===== config.mk =====
export PLATFORM = sky130hd
export DESIGN_NAME = led_matrix_bitplane_scan_driver
export DESIGN_NICKNAME = d
export VERILOG_FILES = /design/src/rtl/lmbsd_pkg.sv /design/src/rtl/led_matrix_bitplane_scan_driver.sv /design/src/rtl/lmbsd_ram.sv /design/src/rtl/lmbsd_slot_ctrl.sv
export SDC_FILE = /design/constraint.sdc
export NUM_CORES = 1
export LEC_CHECK = 0
export BUFFER_PORTS_ARGS = -buffer_cell sky130_fd_sc_hd__buf_2
export CORE_UTILIZATION = 55
export CTS_BUF_LIST = sky130_fd_sc_hd__clkbuf_8 sky130_fd_sc_hd__clkbuf_16
export CTS_CLUSTER_DIAMETER = 200
export DETAILED_ROUTE_END_ITERATION = 10
export PLACE_DENSITY = 0.72
export SLEW_MARGIN = 20
export SYNTH_ARGS = -nofsm -noshare
export SYNTH_HDL_FRONTEND = slang
export SYNTH_SLANG_ARGS = --single-unit

===== constraint.sdc =====
create_clock -name clock -period 8.15 [get_ports clock]
set_clock_uncertainty 0.2 [all_clocks]
set_input_delay 0.815 -clock clock [delete_from_list [all_inputs] [get_ports clock]]
set_output_delay 0.815 -clock clock [all_outputs]
set_load 0.01 [all_outputs]

===== src/rtl/lmbsd_pkg.sv =====
// shared types, constants and routing tables for the led matrix bit plane scan driver
// no dependencies
package lmbsd_pkg;

   localparam int SCAN_ROWS = 6;
   localparam int COLUMNS   = 5;
   localparam int PLANES    = 8;
   localparam int NUM_POS   = 15;

   localparam int ROW_W     = 3;
   localparam int COL_W     = 3;
   localparam int PLANE_W   = 3;
   localparam int CHAN_W    = 8;
   localparam int PIX_W     = 3 * CHAN_W;
   localparam int DEPTH     = SCAN_ROWS * COLUMNS;
   localparam int ADDR_W    = $clog2(DEPTH);
   localparam int POS_W     = 4;
   localparam int SEL_W     = 6;
   localparam int ON_W      = 15;
   localparam int PERIOD_W  = 16;
   localparam int REQ_W     = 40;
   localparam int RSP_W     = 48;
   localparam int CSR_IDX_W = 2;
   localparam int CSR_W     = 16;

   localparam logic [SEL_W-1:0]    SEL_MASK   = 6'h3F;
   localparam logic [POS_W-1:0]    CTRL_POS   = 4'(NUM_POS);
   localparam logic [PERIOD_W-1:0] PERIOD_MAX = 16'hFFFF;

   localparam logic [7:0]  BASE_ON_RESET  = 8'h02;
   localparam logic [11:0] BLANK_RESET    = 12'h050;
   localparam logic [15:0] MIN_CYC_RESET  = 16'h005F;
   localparam logic [15:0] MIN_LAST_RESET = 16'h0120;

   typedef enum logic {
      REQ_WRITE  = 1'b0,
      REQ_RENDER = 1'b1
   } req_kind_type;

   typedef enum logic {
      RSP_SHIFT = 1'b0,
      RSP_CTRL  = 1'b1
   } rsp_kind_type;

   typedef enum logic [CSR_IDX_W-1:0] {
      CSR_BASE_ON_TIME   = 2'd0,
      CSR_BLANKING_TIME  = 2'd1,
      CSR_MIN_CYCLE      = 2'd2,
      CSR_MIN_LAST_CYCLE = 2'd3
   } csr_idx_type;

   typedef enum logic [1:0] {
      CHAN_RED   = 2'd0,
      CHAN_GREEN = 2'd1,
      CHAN_BLUE  = 2'd2
   } chan_type;

   typedef struct packed {
      logic [7:0]  base_on_time;
      logic [11:0] blanking_time;
      logic [15:0] slot_floor;
      logic [15:0] last_slot_floor;
   } csr_type;

   typedef struct packed {
      logic [SEL_W-1:0]    hold_select;
      logic [SEL_W-1:0]    new_select;
      logic [ON_W-1:0]     on_time;
      logic [PERIOD_W-1:0] period;
   } slot_ctrl_type;

   // column feeding each serial position
   function automatic logic [COL_W-1:0] pos_col(input logic [POS_W-1:0] pos);
      logic [COL_W-1:0] c;
      case (pos)
         4'd0:    c = 3'd3;
         4'd1:    c = 3'd4;
         4'd2:    c = 3'd4;
         4'd3:    c = 3'd4;
         4'd4:    c = 3'd2;
         4'd5:    c = 3'd3;
         4'd6:    c = 3'd1;
         4'd7:    c = 3'd0;
         4'd8:    c = 3'd0;
         4'd9:    c = 3'd2;
         4'd10:   c = 3'd2;
         4'd11:   c = 3'd1;
         4'd12:   c = 3'd1;
         4'd13:   c = 3'd0;
         4'd14:   c = 3'd3;
         default: c = 3'd0;
      endcase
      return c;
   endfunction

   // colour channel feeding each serial position
   function automatic chan_type pos_chan(input logic [POS_W-1:0] pos);
      chan_type ch;
      case (pos)
         4'd0, 4'd2, 4'd4, 4'd6, 4'd13:          ch = CHAN_BLUE;
         4'd1, 4'd8, 4'd10, 4'd12, 4'd14:        ch = CHAN_GREEN;
         default:                                ch = CHAN_RED;
      endcase
      return ch;
   endfunction

   function automatic logic [ADDR_W-1:0] pix_addr(input logic [ROW_W-1:0] row,
                                                  input logic [COL_W-1:0] col);
      return ADDR_W'(row) * ADDR_W'(COLUMNS) + ADDR_W'(col);
   endfunction

endpackage


===== src/rtl/led_matrix_bitplane_scan_driver.sv =====
// top level of the led matrix bit plane scan driver: pixel store, scan sequencer, result register
// depends on lmbsd_pkg, lmbsd_ram and lmbsd_slot_ctrl
//
// a pixel write beat stores one rgb pixel and gives nothing back; a render beat names a scan
// row and bit plane and streams 16 result beats: 15 serial shift bits in routing order, then
// one control beat (tlast) with the active-low hold and strobed row selects, the output enable
// on time and the slot period. the pixel store is a 30 x 24 ram with a registered read, one
// entry read per shift bit. the issue stage walks the 15 reads and the control slot, then the
// read stage and the result register follow, and results leave one per cycle while the result
// side does not stall. the next beat is taken once the control slot has left the read stage.
// stalls freeze the read pipeline, the ram read data holds because no new read is issued.
// per-entry valid bits cleared by reset make unwritten pixels read as zero, so no clearing
// pass runs. renders with a row or plane out of range and writes with a row or column out of
// range are dropped. csr writes are registered and are only meant to happen while no render
// is in flight.
module led_matrix_bitplane_scan_driver (
   input  logic                              clock,
   input  logic                              reset,
   // slave side
   input  logic                              req_tvalid,
   output logic                              req_tready,
   // row[2:0] col[5:3] red[13:6] green[21:14] blue[29:22] plane[32:30], zero pad above
   input  logic [lmbsd_pkg::REQ_W-1:0]       req_tdata,
   // req_type[0]
   input  logic                              req_tuser,
   // master side
   output logic                              rsp_tvalid,
   input  logic                              rsp_tready,
   // position[3:0] data_bit[4] hold_select[10:5] new_select[16:11] on_time[31:17]
   // period[47:32]
   output logic [lmbsd_pkg::RSP_W-1:0]       rsp_tdata,
   // kind[0]
   output logic                              rsp_tuser,
   output logic                              rsp_tlast,
   // configuration
   input  logic                              csr_we,
   input  logic [lmbsd_pkg::CSR_IDX_W-1:0]   csr_index,
   input  logic [lmbsd_pkg::CSR_W-1:0]       csr_wdata
);
   import lmbsd_pkg::*;

   // request fields
   logic [ROW_W-1:0]   req_row;
   logic [COL_W-1:0]   req_col;
   logic [PIX_W-1:0]   req_pixel;
   logic [PLANE_W-1:0] req_plane;

   assign req_row   = req_tdata[2:0];
   assign req_col   = req_tdata[5:3];
   // stored as red, green, blue from the top down
   assign req_pixel = {req_tdata[13:6], req_tdata[21:14], req_tdata[29:22]};
   assign req_plane = req_tdata[32:30];

   // configuration registers
   csr_type csr_ff, csr_in;

   always_comb begin
      csr_in = csr_ff;
      if (csr_we) begin
         case (csr_idx_type'(csr_index))
            CSR_BASE_ON_TIME:   csr_in.base_on_time    = csr_wdata[7:0];
            CSR_BLANKING_TIME:  csr_in.blanking_time   = csr_wdata[11:0];
            CSR_MIN_CYCLE:      csr_in.slot_floor      = csr_wdata;
            CSR_MIN_LAST_CYCLE: csr_in.last_slot_floor = csr_wdata;
            default:            csr_in = csr_ff;
         endcase
      end
   end

   // sequencer state
   logic                  issue_active_ff, issue_active_in;
   logic [POS_W-1:0]      issue_pos_ff, issue_pos_in;
   logic                  b_valid_ff, b_valid_in;
   logic [POS_W-1:0]      b_pos_ff, b_pos_in;
   logic                  b_vld_ff, b_vld_in;
   logic [ROW_W-1:0]      row_ff, row_in;
   logic [PLANE_W-1:0]    plane_ff, plane_in;
   logic [DEPTH-1:0]      valid_ff, valid_in;
   logic                  rsp_valid_ff, rsp_valid_in;
   logic [RSP_W-1:0]      rsp_data_ff, rsp_data_in;
   logic                  rsp_kind_ff, rsp_kind_in;
   logic                  rsp_last_ff, rsp_last_in;

   logic                  req_accept;
   logic                  write_ok;
   logic                  render_ok;
   logic                  advance;
   logic                  rd_en;
   logic [ADDR_W-1:0]     rd_addr;
   logic [ADDR_W-1:0]     wr_addr;
   logic [PIX_W-1:0]      rd_data;
   logic [CHAN_W-1:0]     chan_byte;
   logic                  shift_bit;
   slot_ctrl_type         slot_ctrl;

   // the store is only touched by one beat at a time, so writes never meet a read
   assign req_tready = !issue_active_ff && !b_valid_ff;
   assign req_accept = req_tvalid && req_tready;
   assign write_ok   = req_accept && (req_kind_type'(req_tuser) == REQ_WRITE)
                       && (int'(req_row) < SCAN_ROWS) && (int'(req_col) < COLUMNS);
   assign render_ok  = req_accept && (req_kind_type'(req_tuser) == REQ_RENDER)
                       && (int'(req_row) < SCAN_ROWS) && (int'(req_plane) < PLANES);

   // whole pipeline moves when the result register is free or being emptied
   assign advance = !rsp_valid_ff || rsp_tready;
   assign rd_en   = issue_active_ff && advance && (issue_pos_ff != CTRL_POS);
   assign rd_addr = pix_addr(row_ff, pos_col(issue_pos_ff));
   assign wr_addr = pix_addr(req_row, req_col);

   lmbsd_ram #(
      .DATA_W (PIX_W),
      .DEPTH  (DEPTH)
   ) u_pixel_ram (
      .clock   (clock),
      .wr_en   (write_ok),
      .wr_addr (wr_addr),
      .wr_data (req_pixel),
      .rd_en   (rd_en),
      .rd_addr (rd_addr),
      .rd_data (rd_data)
   );

   lmbsd_slot_ctrl u_slot_ctrl (
      .csr   (csr_ff),
      .row   (row_ff),
      .plane (plane_ff),
      .ctrl  (slot_ctrl)
   );

   // colour bit of the entry held by the read stage, zero for a never written pixel
   always_comb begin
      case (pos_chan(b_pos_ff))
         CHAN_RED:   chan_byte = rd_data[23:16];
         CHAN_GREEN: chan_byte = rd_data[15:8];
         CHAN_BLUE:  chan_byte = rd_data[7:0];
         default:    chan_byte = '0;
      endcase
      shift_bit = b_vld_ff && chan_byte[plane_ff];
   end

   // next state
   always_comb begin
      issue_active_in = issue_active_ff;
      issue_pos_in    = issue_pos_ff;
      b_valid_in      = b_valid_ff;
      b_pos_in        = b_pos_ff;
      b_vld_in        = b_vld_ff;
      row_in          = row_ff;
      plane_in        = plane_ff;
      valid_in        = valid_ff;

      if (write_ok) begin
         valid_in[wr_addr] = 1'b1;
      end

      if (render_ok) begin
         issue_active_in = 1'b1;
         issue_pos_in    = '0;
         row_in          = req_row;
         plane_in        = req_plane;
      end else if (issue_active_ff && advance) begin
         issue_pos_in = issue_pos_ff + POS_W'(1);
         if (issue_pos_ff == CTRL_POS) begin
            issue_active_in = 1'b0;
         end
      end

      if (advance) begin
         b_valid_in = issue_active_ff;
         b_pos_in   = issue_pos_ff;
      end
      if (rd_en) begin
         b_vld_in = valid_ff[rd_addr];
      end
   end

   // result register
   always_comb begin
      rsp_valid_in = rsp_valid_ff;
      rsp_data_in  = rsp_data_ff;
      rsp_kind_in  = rsp_kind_ff;
      rsp_last_in  = rsp_last_ff;
      if (advance) begin
         rsp_valid_in = b_valid_ff;
         if (b_valid_ff) begin
            if (b_pos_ff == CTRL_POS) begin
               rsp_kind_in = RSP_CTRL;
               rsp_last_in = 1'b1;
               rsp_data_in = {slot_ctrl.period, slot_ctrl.on_time, slot_ctrl.new_select,
                              slot_ctrl.hold_select, 1'b0, POS_W'(0)};
            end else begin
               rsp_kind_in = RSP_SHIFT;
               rsp_last_in = 1'b0;
               rsp_data_in = {(RSP_W - POS_W - 1)'(0), shift_bit, b_pos_ff};
            end
         end
      end
   end

   always_ff @(posedge clock) begin
      if (reset) begin
         csr_ff.base_on_time    <= BASE_ON_RESET;
         csr_ff.blanking_time   <= BLANK_RESET;
         csr_ff.slot_floor      <= MIN_CYC_RESET;
         csr_ff.last_slot_floor <= MIN_LAST_RESET;
         issue_active_ff        <= 1'b0;
         b_valid_ff             <= 1'b0;
         valid_ff               <= '0;
         rsp_valid_ff           <= 1'b0;
      end else begin
         csr_ff          <= csr_in;
         issue_active_ff <= issue_active_in;
         b_valid_ff      <= b_valid_in;
         valid_ff        <= valid_in;
         rsp_valid_ff    <= rsp_valid_in;
      end
      issue_pos_ff <= issue_pos_in;
      b_pos_ff     <= b_pos_in;
      b_vld_ff     <= b_vld_in;
      row_ff       <= row_in;
      plane_ff     <= plane_in;
      rsp_data_ff  <= rsp_data_in;
      rsp_kind_ff  <= rsp_kind_in;
      rsp_last_ff  <= rsp_last_in;
   end

   assign rsp_tvalid = rsp_valid_ff;
   assign rsp_tdata  = rsp_data_ff;
   assign rsp_tuser  = rsp_kind_ff;
   assign rsp_tlast  = rsp_last_ff;

`ifndef SYNTH
   // a new beat only enters once the read pipeline has drained
   a_accept_idle: assert property (@(posedge clock) disable iff (reset)
      req_tvalid && req_tready |-> !issue_active_ff && !b_valid_ff)
      else $error("beat accepted while a render is in flight");

   // issue and read stages hold consecutive positions
   a_pos_order: assert property (@(posedge clock) disable iff (reset)
      issue_active_ff && b_valid_ff |-> issue_pos_ff == b_pos_ff + POS_W'(1))
      else $error("read pipeline positions out of order");

   // a stalled result freezes the read stage
   a_stall_hold: assert property (@(posedge clock) disable iff (reset)
      b_valid_ff && rsp_tvalid && !rsp_tready |=> $stable(b_pos_ff) && b_valid_ff)
      else $error("read stage moved during a result stall");

   // only the control beat closes a run
   a_last_kind: assert property (@(posedge clock) disable iff (reset)
      rsp_tvalid |-> rsp_tlast == rsp_tuser)
      else $error("tlast and kind disagree");
`endif

endmodule


===== src/rtl/lmbsd_ram.sv =====
// generic simple dual port ram, one write and one registered read port
// no dependencies
module lmbsd_ram #(
   parameter int DATA_W = 24,
   parameter int DEPTH  = 30,
   parameter int ADDR_W = $clog2(DEPTH)
) (
   input  logic              clock,
   input  logic              wr_en,
   input  logic [ADDR_W-1:0] wr_addr,
   input  logic [DATA_W-1:0] wr_data,
   input  logic              rd_en,
   input  logic [ADDR_W-1:0] rd_addr,
   output logic [DATA_W-1:0] rd_data
);

   logic [DATA_W-1:0] mem_ff [DEPTH];
   logic [DATA_W-1:0] rd_data_ff;

   always_ff @(posedge clock) begin
      if (wr_en) begin
         mem_ff[wr_addr] <= wr_data;
      end
      if (rd_en) begin
         rd_data_ff <= mem_ff[rd_addr];
      end
   end

   assign rd_data = rd_data_ff;

endmodule


===== src/rtl/lmbsd_slot_ctrl.sv =====
// slot control values: row select patterns, on time and saturated period
// depends on lmbsd_pkg
module lmbsd_slot_ctrl (
   input  lmbsd_pkg::csr_type              csr,
   input  logic [lmbsd_pkg::ROW_W-1:0]     row,
   input  logic [lmbsd_pkg::PLANE_W-1:0]   plane,
   output lmbsd_pkg::slot_ctrl_type        ctrl
);
   import lmbsd_pkg::*;

   logic [ROW_W-1:0]    hold_row;
   logic [ON_W-1:0]     on_time;
   logic [PERIOD_W:0]   sum;
   logic [PERIOD_W-1:0] floor_time;
   logic [PERIOD_W:0]   period_full;
   logic                last_slot;

   always_comb begin
      // plane 0 keeps the previous row lit until the strobe
      if (plane == '0) begin
         hold_row = (row == '0) ? ROW_W'(SCAN_ROWS - 1) : row - ROW_W'(1);
      end else begin
         hold_row = row;
      end
      on_time     = ON_W'(csr.base_on_time) << plane;
      sum         = (PERIOD_W + 1)'(on_time) + (PERIOD_W + 1)'(csr.blanking_time);
      last_slot   = (row == ROW_W'(SCAN_ROWS - 1)) && (plane == PLANE_W'(PLANES - 2));
      floor_time  = last_slot ? csr.last_slot_floor : csr.slot_floor;
      period_full = (sum > {1'b0, floor_time}) ? sum : {1'b0, floor_time};

      ctrl.hold_select = SEL_MASK & ~(SEL_W'(1) << hold_row);
      ctrl.new_select  = SEL_MASK & ~(SEL_W'(1) << row);
      ctrl.on_time     = on_time;
      ctrl.period      = period_full[PERIOD_W] ? PERIOD_MAX : period_full[PERIOD_W-1:0];
   end

endmodule


==> impl_metrics.env, run 1 <==
export IMPL_status="complete, no violations"
export IMPL_hold_slack_ps=177
export IMPL_antenna_found_initial=4
export IMPL_num_io_pins=116
export IMPL_wl_per_cell_um=26.3
export IMPL_dp_hpwl_mm=44.2
export IMPL_synth_area_per_cell_um2=17.9
export IMPL_synth_cell_types=62
export IMPL_grt_max_degree=119
export IMPL_vias_per_cell=6.21
export IMPL_cp_required_ps=8380
export IMPL_min_period_over_period_pct=72.6
export IMPL_synth_ff_type="edfxtp_1"
export IMPL_fin_crit_ps=5920
export IMPL_grt_setup_unrepaired="false"
export IMPL_drt_first_pass_iters=6
export IMPL_synth_edff_count=804
export IMPL_antenna_cells=0
export IMPL_max_clock_path_buffers=3
export IMPL_cts_hold_buf=0
export IMPL_cp_arrival_ps=6150
export IMPL_max_stage_delay_ps=830
export IMPL_overflow=0
export IMPL_ant_nets=0
export IMPL_cts_htree_levels=3
export IMPL_maxSlewHeadroom_pct=24.9
export IMPL_fmax_mhz=169
export IMPL_core_area_um2=64900
export IMPL_path_class="reg2reg"
export IMPL_synth_warnings=0
export IMPL_layout_nets=2285
export IMPL_synth_top_cell_by_area="edfxtp_1"
export IMPL_fp_dieW_um=259
export IMPL_clk_pin_slew_ps=60
export IMPL_dp_cells=2924
export IMPL_die_area_um2=67100
export IMPL_root_buffer="clkbuf_16"
export IMPL_path_cells="mux2_2 -> o21ai_0 -> nor2_1 -> ha_1 -> and3_1 -> a221o_1 -> a221oi_2 -> nor2_1 -> xnor2_1 -> ha_1 -> a21oi_1 -> nor2b_1 -> a2111o_1 -> o31ai_4 -> buf_6 -> nor2_1 -> a211oi_1"
export IMPL_fin_cells=3088
export IMPL_synth_top_cell_area_share_pct=66.4
export IMPL_area_growth_pct=12.9
export IMPL_initialDrtViolationCount=2184
export IMPL_cp_end_kind="flip-flop"
export IMPL_syn_inst=2036
export IMPL_synth_yosys_seq_area_share_pct=71.6
export IMPL_final_area_um2=41000
export IMPL_min_path_cells=1
export IMPL_final_max_slew_violation_count=0
export IMPL_tns_ps=0
export IMPL_grt_use_total_pct=24.7
export IMPL_async_flop_share_pct=0
export IMPL_reg2reg_depth=17
export IMPL_path_common_cell="nor2_1"
export IMPL_setup_viol=0
export IMPL_path_max_fanout=22
export IMPL_syn_area_um2=36300
export IMPL_synth_area_top_cells="edfxtp_1, mux4_2, dfxtp_1"
export IMPL_initial_core_util_pct=56.0
export IMPL_ys_ff_latch=898
export IMPL_finish_utilization_pct=63.2
export IMPL_hold_viol_final=0
export IMPL_clk_latency_ps=640
export IMPL_post_cts_setup_buffers=0
export IMPL_grt_pass1_vias=19000
export IMPL_gp_congestion=0.848
export IMPL_tightest_slew_ps=1120
export IMPL_fp_row_count=93
export IMPL_cts_tree="done"
export IMPL_maxCapViolCount=0
export IMPL_drt_total_wl_mm=81.1
export IMPL_power_density_nw_per_um2=314
export IMPL_leakage_nw=13.8
export IMPL_die_height_um=259
export IMPL_drive_gt1_share_pct=23.1
export IMPL_cts_made_buffers=90
export IMPL_critical_path_slowest_cell="edfxtp_1"
export IMPL_clock_sinks=898
export IMPL_grt_pass1_wl_mm=120
export IMPL_port_buffers=108
export IMPL_startpoint_type="flip-flop"
export IMPL_placed_area_um2=38100
export IMPL_num_vias=19200
export IMPL_drc_errors=0
export IMPL_hold_class="in2reg"
export IMPL_syn_nets=2154
export IMPL_cts_resized=0
export IMPL_vdd_drop_max_uv=282
==> flip-flops by register name (all words and copies together), names as in the netlist, 3 cells and up, named ones only <==
name                 flops
csr_ff                  52
row_ff                   3
issue_pos_ff             4
u_pixel_ram.mem_ff     720
b_pos_ff                 4
u_pixel_ram.rd_data     24
valid_ff                30
rsp_tdata               48
plane_ff                 3
==> through the flow <==
stage	power (mW)	worst slack [ps]
floorplan	8.10	3320
global placement	9.07	2190
detailed placement	9.11	2070
CTS	13.0	2030
global route	13.4	1860
finish	12.9	2230
==> power breakdown <==
part	total (mW)	internal [mW]	switching, mW	leakage [nW]
Clock	3.90	2.23	1.67	1.46
Sequential	5.25	5.18	0.0687	8.03
Combinational	3.73	1.73	2.00	4.29
==> layout by cell type, fill, tap and decap left out, types with 27 or more instances in the layout <==
master and count:
a21oi_1 99, buf_4 27, nand2_1 146, inv_1 41
nor2_4 30, mux2i_1 102, edfxtp_1 804, dfxtp_1 94
mux4_2 190, ha_1 49, nor2_1 96, buf_2 108
clkbuf_16 92
==> path summary, 6_finish.rpt <==
path	start	endpoint	slack, ps
max	plane_ff[1]	rsp_tdata[35]	2230
min	req_tdata[31]	plane_ff[1]	180
max reg2reg	plane_ff[1]	rsp_tdata[35]	2230
min reg2reg	csr_ff[9]	csr_ff[9]	250
==> cells in the mapped netlist, types with 18 or more instances <==
cell type / n
dfxtp_1: 94
edfxtp_1: 804
o22ai_1: 18
nor2_1: 127
a211oi_1: 18
nor2b_1: 23
a211o_1: 20
buf_2: 30
clkbuf_1: 50
a21oi_1: 99
and2_1: 18
nand2_1: 147
o211ai_1: 23
ha_1: 51
mux4_2: 190
a31o_1: 18
mux2i_1: 102
==> kinds of logic after synthesis <==
family | count (synthesis) | synth area share [%]
and+or+nand+nor | 380 | 4.74
adders and majority gates | 54 | 1.92
muxes | 309 | 15.1
AOI/OAI and AO/OA | 248 | 4.48
xor gates and xnor gates | 23 | 0.596
buffers and inverters | 124 | 1.55
DFF | 898 | 71.6
==> area by class of cell <==
type / instances / area (um2)
repair buffers: 147 / 1020
fillers: 4470 / 23900
clock buffers: 96 / 2360
inverters: 16 / 60.1
clock inverters: 62 / 438
well taps: 855 / 1070
multi-input cells: 1014 / 10100
flip-flops and latches: 898 / 26000
==> layer usage <==
| layer | GRT usage, % | part of all wire [%] | vias up | routed length (um) |
|---|---|---|---|---|
| met3 | 5.00 | 8.0 | 151 | 6530 |
| li1 | - | - | 8376 | - |
| met1 | 35.4 | 41 | 9803 | 33500 |
| met5 | 0 | 0.054 | - | 44 |
| met4 | 7.40 | 3.0 | 8 | 2420 |
| met2 | 38.7 | 48 | 828 | 38600 |
==> worst max-delay path, delay by kind of cell, from the launching register on <==
family | cells | cell delay [ps]
flops | 1 | 830
xor+xnor | 1 | 240
simple gates | 5 | 540
buf+inv | 1 | 260
mux | 1 | 420
fa+ha+maj | 2 | 690
compound gates | 7 | 2500
(Power assumes the default switching activity.)
==> run 2: changes to the inputs <==
--- a/config.mk
+++ b/config.mk
@@ -10,7 +10,7 @@
 export CTS_BUF_LIST = sky130_fd_sc_hd__clkbuf_8 sky130_fd_sc_hd__clkbuf_16
 export CTS_CLUSTER_DIAMETER = 200
 export DETAILED_ROUTE_END_ITERATION = 10
-export PLACE_DENSITY = 0.72
+export PLACE_DENSITY = 0.75
 export SLEW_MARGIN = 20
 export SYNTH_ARGS = -nofsm -noshare
 export SYNTH_HDL_FRONTEND = slang
==> constraint.sdc (replaced) <==
create_clock -name clock -period 5.05 [get_ports clock]
set_clock_uncertainty 0.2 [all_clocks]
set_input_delay 0.505 -clock clock [delete_from_list [all_inputs] [get_ports clock]]
set_output_delay 0.505 -clock clock [all_outputs]
set_load 0.01 [all_outputs]
==> run 2 against run 1 <==
Compared with the run above: final area grew 2.0%; critical path depth grew 3; clock-buffer cell count shrank 4; setup slack lost 2000 ps; final cell count grew 2.3%; utilization grew 1.3 points; hold slack lost 92 ps; sequential power grew 62%; wire length grew 2.9%; total power grew 66%; sequential share of layout area shrank 1.3 points; die area is the same; largest power group unchanged.
==> impl_metrics.env, run 2 (synthesis results as in run 1) <==
export IMPL_root_buffer="clkbuf_16"
export IMPL_dp_cells=2967
export IMPL_initialDrtViolationCount=2129
export IMPL_reg2reg_slack_ps=190
export IMPL_top_register="u_pixel_ram.mem_ff"
export IMPL_core_area_um2=64900
export IMPL_setup_ws_ps=190
export IMPL_clock_sinks=898
export IMPL_reg2reg_to="rsp_tdata[32]"
export IMPL_path_max_fanout=6
export IMPL_fin_cells=3159
export IMPL_status="complete, no violations"
export IMPL_path_cells="buf_6 -> mux2i_2 -> nand2_1 -> o21ai_0 -> buf_4 -> nor2_1 -> ha_1 -> and3_1 -> a221o_1 -> a221oi_2 -> nor2_1 -> xnor2_1 -> ha_1 -> a21oi_1 -> nor2b_1 -> a2111o_1 -> o31ai_4 -> buf_6 -> mux2i_1 -> nor2_1"
export IMPL_grt_pass1_wl_mm=123
export IMPL_min_path_cells=4
export IMPL_fmax_mhz=206
export IMPL_max_stage_delay_ps=490
export IMPL_drt_first_pass_iters=6
export IMPL_hold_viol_final=0
export IMPL_vdd_drop_max_uv=384
export IMPL_critical_path_slowest_cell="edfxtp_1"
export IMPL_hold_slack_ps=84.6
export IMPL_die_area_um2=67100
export IMPL_tightest_slew_ps=1170
export IMPL_final_cell_mix="edfxtp_1, mux4_2, nand2_1"
export IMPL_clk_latency_ps=650
export IMPL_setup_viol=0
export IMPL_largest_register_ffs=720
export IMPL_max_clock_path_buffers=3
export IMPL_crit_family="compound AO/OA/AOI/OAI gates"
export IMPL_num_io_pins=116
export IMPL_fp_row_count=93
export IMPL_cp_end_kind="flip-flop"
export IMPL_fin_crit_ps=4860
export IMPL_hold_class="in2reg"
export IMPL_cts_tree="done"
export IMPL_path_common_cell="nor2_1"
export IMPL_min_period_over_period_pct=96.2
export IMPL_area_growth_pct=15.2
export IMPL_tns_ps=0
export IMPL_p_seq_share_pct=39.7
export IMPL_cts_htree_levels=3
export IMPL_power_mw=21.4
export IMPL_ant_nets=0
export IMPL_multi_input_area_um2=10100
export IMPL_die_height_um=259
export IMPL_layout_nets=2353
export IMPL_path_class="reg2reg"
export IMPL_final_max_slew_violation_count=0
export IMPL_cts_made_buffers=90
export IMPL_final_seq_area_um2=26000
export IMPL_grt_use_total_pct=25.2
export IMPL_drt_total_wl_mm=83.5
export IMPL_antenna_found_initial=5
export IMPL_pwr_share_clk_pct=30.6
export IMPL_placed_area_um2=38600
export IMPL_grt_max_degree=86
export IMPL_power_switching_mw=6.26
export IMPL_cp_required_ps=5230
export IMPL_gp_congestion=0.879
export IMPL_vias_per_cell=6.29
export IMPL_leakage_nw=14.2
export IMPL_maxSlewHeadroom_pct=22.0
export IMPL_finish_utilization_pct=64.5
export IMPL_switching_share_pct=29.3
export IMPL_overflow=0
export IMPL_reg2reg_from="plane_ff[1]"
export IMPL_fp_dieW_um=259
export IMPL_grt_pass1_vias=19800
export IMPL_maxCapViolCount=0
export IMPL_initial_core_util_pct=56.0
export IMPL_power_density_nw_per_um2=510
export IMPL_min_to="rsp_tvalid"
export IMPL_hp_start="rsp_tready"
export IMPL_num_vias=19900
export IMPL_antenna_cells=0
export IMPL_drc_errors=0
export IMPL_crit_buf_inv=3
export IMPL_path_depth=20
export IMPL_port_buffers=108
export IMPL_clk_pin_slew_ps=60
export IMPL_dp_slack_ps=81.9
export IMPL_wl_per_cell_um=26.4
export IMPL_intPower_mw=15.1
export IMPL_fillers=4361
export IMPL_startpoint_type="flip-flop"
export IMPL_drive_gt1_share_pct=25.4
export IMPL_final_area_um2=41900
export IMPL_reg2reg_depth=20
export IMPL_cp_arrival_ps=5040
export IMPL_power_frac_comb_pct=29.7
export IMPL_dp_hpwl_mm=47.4
export IMPL_final_common_cell="edfxtp_1"
## run 2: how the worst max path moves through the flow
| stage | from | to |
|---|---|---|
| 6_report | plane_ff[1] | rsp_tdata[32] |
| 3_5_place_dp | plane_ff[1] | rsp_tdata[32] |
| 4_1_cts | plane_ff[1] | rsp_tdata[32] |
| 5_1_grt | plane_ff[1] | rsp_tdata[32] |
| 3_3_place_gp | plane_ff[1] | rsp_tdata[32] |
| 2_1_floorplan | plane_ff[1] | rsp_tdata[36] |
## run 2: power by group through the flow
stage | sequential (mW) | combinational (mW) | clock [mW]
floorplan | 8.57 | 4.49 | 0
global placement | 8.63 | 6.20 | 0
detailed placement | 8.63 | 6.30 | 0
CTS | 8.48 | 6.37 | 6.61
global route | 8.49 | 6.73 | 6.90
finish | 8.48 | 6.35 | 6.54
## run 2: per-layer routing
| layer | GRT usage [%] | vias to the layer above | part of all wire, % |
|---|---|---|---|
| li1 | - | 8504 | - |
| met1 | 34.9 | 10200 | 40 |
| met2 | 40.1 | 945 | 48 |
| met3 | 5.00 | 193 | 8.3 |
| met4 | 9.07 | 10 | 3.3 |
| met5 | 0 | - | 0.078 |
## run 2: layout make-up
cell class | instances | area share [%]
clock buffer | 92 | 5.50
multi-input combinational | 1014 | 24.2
sequential | 898 | 62.2
clock inverter | 69 | 1.48
tap | 855 | 2.56
inverter | 16 | 0.143
timing repair buffer | 215 | 3.98
## run 2: what timing repair did
item / 4_1_cts / 5_1_grt
buffers inserted: 0 / 5
endpoints found under the hold margin: 57 / 0
endpoints found under the setup margin: 0 / 16
hold buffers: 22 / 0
gates resized for setup: 0 / 21
## run 2: worst min-delay path, cell delays in order
cell and delay [ps]:
buf_2 80, nor2b_1 120, nor2_1 110, nor2_1 40
==> run 3: changes to the inputs <==
--- a/config.mk
+++ b/config.mk
@@ -11,6 +11,7 @@
 export CTS_CLUSTER_DIAMETER = 200
 export DETAILED_ROUTE_END_ITERATION = 10
 export PLACE_DENSITY = 0.75
+export SETUP_SLACK_MARGIN = 0.5
 export SLEW_MARGIN = 20
 export SYNTH_ARGS = -nofsm -noshare
 export SYNTH_HDL_FRONTEND = slang
==> run 3 against run 2 <==
Compared with the run above: final area rose by 0.56%; sequential share of layout area fell by 0.34 points; wire length rose by 2.6%; setup slack got worse by 22 ps; first-iteration DRC count fell by 5.4%; die area did not move; largest cell class unchanged.
==> impl_metrics.env, run 3 (synthesis results as in run 1) <==
export IMPL_final_cell_mix="edfxtp_1, mux4_2, nand2_1"
export IMPL_power_density_nw_per_um2=512
export IMPL_ant_nets=0
export IMPL_tightest_slew_ps=1080
export IMPL_power_switching_mw=6.31
export IMPL_final_common_cell="edfxtp_1"
export IMPL_drive_gt1_share_pct=26.3
export IMPL_hold_viol_final=0
export IMPL_cp_arrival_ps=5070
export IMPL_status="complete, no violations"
export IMPL_path_class="reg2reg"
export IMPL_max_stage_delay_ps=550
export IMPL_antenna_cells=0
export IMPL_power_frac_comb_pct=29.7
export IMPL_grt_setup_unrepaired="true"
export IMPL_vdd_drop_max_uv=531
export IMPL_num_vias=20000
export IMPL_initial_core_util_pct=56.0
export IMPL_drc_errors=0
export IMPL_startpoint_type="flip-flop"
export IMPL_cp_end_kind="flip-flop"
export IMPL_maxSlewHeadroom_pct=27.5
export IMPL_max_clock_path_buffers=3
export IMPL_core_area_um2=64900
export IMPL_die_height_um=259
export IMPL_p_seq_share_pct=39.4
export IMPL_setup_viol=0
export IMPL_drt_first_pass_iters=6
export IMPL_top_register="u_pixel_ram.mem_ff"
export IMPL_die_area_um2=67100
export IMPL_grt_use_total_pct=25.7
export IMPL_drt_total_wl_mm=85.7
export IMPL_hold_slack_ps=107
export IMPL_cts_made_buffers=89
export IMPL_cp_required_ps=5240
export IMPL_leakage_nw=14.3
export IMPL_critical_path_slowest_cell="edfxtp_1"
export IMPL_fp_dieW_um=259
export IMPL_hold_class="in2reg"
export IMPL_initialDrtViolationCount=2015
export IMPL_maxCapViolCount=0
export IMPL_layout_nets=2361
export IMPL_wl_per_cell_um=27.0
export IMPL_clock_sinks=898
export IMPL_antenna_found_initial=4
export IMPL_grt_pass1_wl_mm=125
export IMPL_cts_tree="done"
export IMPL_finish_utilization_pct=64.8
export IMPL_cts_htree_levels=3
export IMPL_fmax_mhz=205
export IMPL_path_max_fanout=8
export IMPL_vias_per_cell=6.31
export IMPL_dp_hpwl_mm=47.2
export IMPL_port_buffers=108
export IMPL_intPower_mw=15.2
export IMPL_overflow=0
export IMPL_fillers=4287
export IMPL_grt_max_degree=93
export IMPL_pwr_share_clk_pct=30.9
export IMPL_grt_pass1_vias=19700
export IMPL_final_max_slew_violation_count=0
export IMPL_root_buffer="clkbuf_16"
export IMPL_largest_register_ffs=720
export IMPL_fin_crit_ps=4880
export IMPL_tns_ps=0
export IMPL_path_cells="buf_8 -> mux2i_4 -> o22a_1 -> nor2_2 -> ha_1 -> a21o_1 -> a221o_1 -> buf_6 -> a21o_1 -> a21oi_2 -> xnor2_2 -> ha_1 -> and3_4 -> or3b_4 -> o22a_1 -> o31ai_4 -> buf_6 -> buf_12 -> mux2i_1 -> nor2_1"
export IMPL_switching_share_pct=29.3
export IMPL_clk_pin_slew_ps=60
export IMPL_fp_row_count=93
export IMPL_area_growth_pct=15.8
export IMPL_gp_congestion=0.872
export IMPL_clk_latency_ps=660
export IMPL_num_io_pins=116
export IMPL_min_period_over_period_pct=96.7
==> run 3: changes by cell type in the layout (fill, tap and decap cells not counted), sizes merged <==
cell,change
inv,-7
clkinvlp,-1
clkinv,+9
bufinv,+3
buf,+8
clkbuf,-1
==> run 3: metal layers <==
layer  track usage (%)  vias up  part of all wire, %
met1              35.2    10200                   40
met2              41.0     1032                   48
met3              5.23      197                  8.6
met5                 0        -                0.047
met4              10.1        6                  3.5
li1                  -     8518                    -
==> run 3: critical path, delay by kind of cell (launching register included) <==
family                     cells  cell delay, ps
buffers and inverters          4             600
and+or+nand+nor                4             680
AOI/OAI and AO/OA              7            1420
xor gates and xnor gates       1              90
DFF                            1             550
adders and majority gates      2             640
muxes                          2             430
==> run 3: cell type report <==
class | instances | area [um2] | area share, %
flip-flops and latches | 898 | 26000 | 61.8
multi-input cells | 1014 | 10200 | 24.3
clock buffers | 90 | 2250 | 5.35
repair buffers | 224 | 1770 | 4.21
well taps | 855 | 1070 | 2.54
clock inverters | 73 | 708 | 1.68
inverters | 16 | 60.1 | 0.143
==> run 3: power groups by stage <==
stage               Clock, mW  Sequential [mW]  Combinational (mW)
CTS                      6.74             8.48                6.42
finish                   6.66             8.48                6.40
global route             7.01             8.49                6.78
detailed placement          0             8.63                6.27
floorplan                   0             8.57                4.51
global placement            0             8.63                6.19
==> run 3: path summary, 6_finish.rpt <==
check	endpoint	cells after the start	from	slack, ps
setup / recovery	rsp_tdata[32]	20	plane_ff[1]	170
hold / removal	rsp_tvalid	4	rsp_tready	110
setup reg to reg	rsp_tdata[32]	20	plane_ff[1]	170
hold reg to reg	csr_ff[23]	2	csr_ff[23]	250
==> run 3: timing repair <==
action | 4_1_cts | 5_1_grt
hold buffers | 22 | 0
endpoints found under the hold margin | 56 | 0
endpoints found under the setup margin | 16 | 16
cloned | 2 | 1
gates resized for setup | 16 | 25
buffers inserted | 14 | 8
pin swaps | 15 | 16
==> run 3: stage by stage <==
step	setup slack, ps	power [mW]	instances	cell area (um2)
2_1_floorplan	527	13.1	2036	36400
4_1_cts	278	21.6	3160	41900
3_5_place_dp	116	14.9	2959	38500
6_report	168	21.5	3170	42100
3_3_place_gp	168	14.8	2959	38500
5_1_grt	-11.1	22.3	3170	42100
